$ cat src/rtl/tli_pkg.sv
// Shared types and constants for the table linear interpolator.
// Used by tli_table, tli_divider and table_linear_interpolator; no dependencies.
package tli_pkg;

  localparam int DATA_W          = 32;
  localparam int DEPTH_DEFAULT   = 256;
  localparam int VALUE_W_DEFAULT = 32;
  localparam int CFG_W           = 9;
  localparam int IDX_W           = 8;
  localparam int STATUS_W        = 3;
  localparam int APB_ADDR_W      = 3;
  localparam int APB_DATA_W      = 32;

  // word index of the points_in_use register (paddr[2])
  localparam logic [0:0] REG_POINTS = 1'b0;

  localparam logic FUNC_LOAD  = 1'b0;
  localparam logic FUNC_QUERY = 1'b1;

  typedef enum logic [STATUS_W-1:0] {
    ST_OK    = 3'd0,
    ST_BELOW = 3'd1,
    ST_ABOVE = 3'd2,
    ST_FEW   = 3'd3,
    ST_SAT   = 3'd4
  } status_e;

  typedef struct packed {
    logic signed [DATA_W-1:0] x;
    logic signed [DATA_W-1:0] y;
  } point_t;

endpackage

$ cat src/rtl/tli_divider.sv
// Restoring radix-2 divider: 64-bit dividend by 32-bit divisor, one quotient bit a cycle.
// Caller guarantees dividend[63:32] < divisor. Depends on tli_pkg for widths.
module tli_divider (
  input  logic                          clk_i,
  input  logic                          rst_ni,
  input  logic                          start_i,
  input  logic [2*tli_pkg::DATA_W-1:0]  dividend_i,
  input  logic [tli_pkg::DATA_W-1:0]    divisor_i,
  output logic                          done_o,
  output logic [tli_pkg::DATA_W-1:0]    quotient_o
);

  localparam int W   = tli_pkg::DATA_W;
  localparam int CNT_W = $clog2(W);

  logic [W-1:0]     rem_q, quo_q, div_q;
  logic [CNT_W-1:0] cnt_q;
  logic             busy_q, done_q;
  logic [W:0]       trial;
  logic             fits;

  assign trial = {rem_q, quo_q[W-1]};
  assign fits  = trial >= {1'b0, div_q};

  always_ff @(posedge clk_i or negedge rst_ni) begin
    if (!rst_ni) begin
      rem_q  <= '0;
      quo_q  <= '0;
      div_q  <= '0;
      cnt_q  <= '0;
      busy_q <= 1'b0;
      done_q <= 1'b0;
    end else begin
      if (start_i) begin
        rem_q  <= dividend_i[2*W-1:W];
        quo_q  <= dividend_i[W-1:0];
        div_q  <= divisor_i;
        cnt_q  <= '0;
        busy_q <= 1'b1;
        done_q <= 1'b0;
      end else if (busy_q) begin
        // shift in the next dividend bit, subtract when the divisor fits
        rem_q  <= fits ? W'(trial - {1'b0, div_q}) : trial[W-1:0];
        quo_q  <= {quo_q[W-2:0], fits};
        cnt_q  <= cnt_q + CNT_W'(1);
        done_q <= (cnt_q == CNT_W'(W - 1));
        if (cnt_q == CNT_W'(W - 1)) begin
          busy_q <= 1'b0;
        end
      end else begin
        done_q <= 1'b0;
      end
    end
  end

  assign done_o     = done_q;
  assign quotient_o = quo_q;

endmodule
$ cat config.mk
export PLATFORM = sky130hd
export DESIGN_NAME = tli_divider
export DESIGN_NICKNAME = d
export VERILOG_FILES = /design/src/rtl/tli_pkg.sv /design/src/rtl/tli_divider.sv
export SDC_FILE = /design/constraint.sdc
export NUM_CORES = 1
export LEC_CHECK = 0
export BUFFER_PORTS_ARGS = -buffer_cell sky130_fd_sc_hd__buf_4
export CAP_MARGIN = 5
export CELL_PAD_IN_SITES_DETAIL_PLACEMENT = 1
export CELL_PAD_IN_SITES_GLOBAL_PLACEMENT = 2
export CORE_ASPECT_RATIO = 0.8
export CORE_UTILIZATION = 33
export DETAILED_ROUTE_END_ITERATION = 16
export GPL_TIMING_DRIVEN = 0
export PLACE_DENSITY = 0.82
export SLEW_MARGIN = 10
export SYNTH_ARGS = -nofsm -noshare
export SYNTH_HDL_FRONTEND = slang
export SYNTH_SLANG_ARGS = --single-unit
$ cat constraint.sdc
create_clock -name clk_i -period 3.8 [get_ports clk_i]
set_input_delay 0.76 -clock clk_i [delete_from_list [all_inputs] [get_ports clk_i]]
set_output_delay 0.76 -clock clk_i [all_outputs]
set_load 0.1 [all_outputs]
==> run_results.csv <==
group,metric,value,unit
run_status,status,"complete, no violations",
routing,ant_nets,0,
setup_path,worstPathArrival,3.63,ns
clock_tree,cts_tree,"built",
clock_tree,cts_resized,0,
timing,tns,0,ns
synthesis,ys_async_sr_fraction,1.00,
power,leakage,4.00,nW
layout,drive_gt1_frac,0.185,
setup_path,r2r.worst_path.cells,13,
synthesis,ys_seq_area_frac,0.409,
synthesis,synth_ff_type,"dfrtp_1",
clock_tree,holdBufCountCts,0,
timing,maxSlewViolCount,0,
clock_tree,cts-buffers-inserted,9,
run,drv_cap,0,
routing,first_pass_iters,4,
layout,fillers,2233,
synthesis,synth_most_common_cell,"nand2_1",
synthesis,yosys.cell_types.count,59,
placement,place_congestion,0.849,
clock_tree,post_cts_buffers,0,
clock_tree,clk_pin_slew,0.08,ns
setup_path,cp-start-kind,"register",
timing,relSlewSlack,0.334,
grt,grt_pass1_wl,33.8,mm
clock_tree,clock_latency,0.37,ns
synthesis,synth_top_cell_area_share,0.409,
die,rows,44,
power,p_per_area,756,nW/µm²
grt,antenna_found_initial,0,
die,dieArea,19700,µm²
timing,fin_crit_sh,0.897,
timing,clock_skew,0.0134,ns
placement,place_ws,0.474,ns
synthesis,yosysTopAreaCell,"dfrtp_1",
layout,final_nets,1008,
die,die_h,126,µm
routing,vias,5784,
setup_path,cp_slowest_cell,"dfrtp_1",
synthesis,synth.area.top_cells,"dfrtp_1 41%, o21ai_0 6.8%, ha_1 6.7%",
timing,worstMarginPinSlew,0.999,ns
setup_path,r2r-end,"rem_q[30]$_DFFE_PN0P_",
routing,drc,0,
die,pin_count,132,
timing,finalHoldViolCount,0,
layout,area_delta_synth_final,25.8,%
routing,drt_iter0_drc,254,
setup_path,critPathCaptureType,"register",
synthesis,netlist_top_cells_count,"113 x nand2_1, 103 x dfrtp_1, 86 x o21ai_0",
setup_path,critical_path_required,4.02,ns
layout,diodes,0,
timing,clock.fmax,293,MHz
synthesis,yosys_register_bits,103,
synthesis,synth_warnings,0,
setup_path,reg2reg_setup_slack,0.39,ns
routing,wl,20.6,mm
grt,grt_pass1_vias,6355,
placement,place_hpwl,15.7,mm
synthesis,synth_area,6300,µm²
timing,finalCriticalPeriod,3.41,ns
min_path,hold_path.class,"in2async",
clock_tree,cts_root_buffer,"clkbuf_16",
clock_tree,cts_max_level,3,
grt,grt.total_usage,0.222,
die,initial_core_util,0.342,
setup_path,r2r-start,"quotient_o[31]$_DFFE_PN0P_",
synthesis,synth_edf_count,0,
synthesis,netlist_instances,732,
die,core-area,18400,µm²
clock_tree,clockBufferDepth,2,
synthesis,syn_nets,866,
die,die_x,157,µm
power,vdd_drop_max,0.327,mV
routing,wl_per_cell,18.2,µm
clock_tree,cts_sinks,103,
synthesis,avgSynthCellArea,8.61,µm²
grt,overflow,0,
timing,setup_viol,0,
routing,via_per_inst,5.11,
placement,io_buffers,131,
timing,worst_slack,0.393,ns
setup_path,critical_path_class,"reg2reg",
setup_path,critPathMaxFanout,4,
timing,rsz0062_at_grt,"no",
setup_path,slowest_delay,0.43,ns
setup_path,crit_path_cell_trace,"inv_1, ha_1, fa_1, and2b_1, o2111ai_1, a31oi_1, o21bai_1, a21boi_1, nor2_1, o21a_1, o41ai_2, xnor2_1, o221ai_1",
grt,grt_max_degree,104,
[state kept, by name (all words and copies together), names as in the netlist]
name / count
cnt_q: 5
busy_q: 1
quotient_o: 32
done_o: 1
div_q: 32
rem_q: 32
[logic make-up (layout without fill, tap and decap cells)]
| kind of cell | after synthesis | count (layout) | synth area share |
|---|---|---|---|
| AO/OA/AOI/OAI | 238 | 238 | 0.220 |
| buffers and inverters | 86 | 233 | 0.0534 |
| adder cells (fa/ha/maj) | 35 | 35 | 0.0707 |
| AND/OR/NAND/NOR | 202 | 202 | 0.145 |
| flip-flops | 103 | 103 | 0.409 |
| multiplexers | 38 | 38 | 0.0605 |
| XOR/XNOR | 30 | 30 | 0.0417 |
[layout make-up]
| class | count | area, µm² | share of cell area |
|---|---|---|---|
| Inverter | 46 | 173 | 0.0218 |
| Tap cell | 253 | 317 | 0.0399 |
| Sequential cell | 103 | 2580 | 0.325 |
| Buffer | 40 | 164 | 0.0207 |
| Clock buffer | 9 | 225 | 0.0284 |
| Clock inverter | 7 | 100 | 0.0126 |
| Multi-Input combinational cell | 543 | 3390 | 0.427 |
| Timing Repair Buffer | 131 | 987 | 0.124 |
[power by group]
group          leakage [nW]  switching (mW)  total [mW]  internal, mW
logic                  2.60            2.13        3.42          1.28
registers              1.25           0.210        1.55          1.34
clock network         0.158           0.488        1.02         0.534
total                  4.00            2.83        6.00          3.16
[metrics by stage]
step           total power, mW  hold WS [ns]  cells  area (µm²)  utilization
5_1_grt                   6.48         0.555   1132        7930        0.430
3_5_place_dp              4.96         0.525   1116        7610        0.412
6_report                  6.00         0.539   1132        7930        0.430
2_1_floorplan             4.04         0.464    732        6300            -
3_3_place_gp              4.87         0.500   1116        7600        0.412
4_1_cts                   6.03         0.543   1132        7930        0.430
[placed cells by master, fill, tap and decap left out, drive strengths merged, types with 12 or more instances in the layout]
cell type	netlist	final
nand2	113	113
nor2	27	27
xor2	13	13
inv	46	49
a21o	12	12
a21oi	60	60
o21ai	122	122
ha	34	34
and3	27	27
buf	7	138
xnor2	17	17
mux2i	37	37
clkbuf	33	42
dfrtp	103	103
[worst max-delay path, delay by kind of cell (launching register included)]
family	cells	cell delay (ns)
flops	1	0.43
simple gates	2	0.40
xor+xnor	1	0.17
fa+ha+maj	2	0.64
buf+inv	1	0.07
compound gates	7	1.55
[worst max path at each step]
stage,cells past startpoint,end,from
after floorplan,13,rem_q[30]$_DFFE_PN0P_,quotient_o[31]$_DFFE_PN0P_
after global placement,13,rem_q[30]$_DFFE_PN0P_,quotient_o[31]$_DFFE_PN0P_
after detailed placement,13,rem_q[30]$_DFFE_PN0P_,quotient_o[31]$_DFFE_PN0P_
after CTS,13,rem_q[30]$_DFFE_PN0P_,quotient_o[31]$_DFFE_PN0P_
after global routing,13,rem_q[30]$_DFFE_PN0P_,quotient_o[31]$_DFFE_PN0P_
final,13,rem_q[30]$_DFFE_PN0P_,quotient_o[31]$_DFFE_PN0P_
[layer usage]
layer / global-route usage / wire (µm)
met1: 0.307 / 9990
met2: 0.357 / 9410
met3: 0.0485 / 1020
met4: 0.0415 / 185
met5: 0 / 0
(Power assumes the default switching activity.)
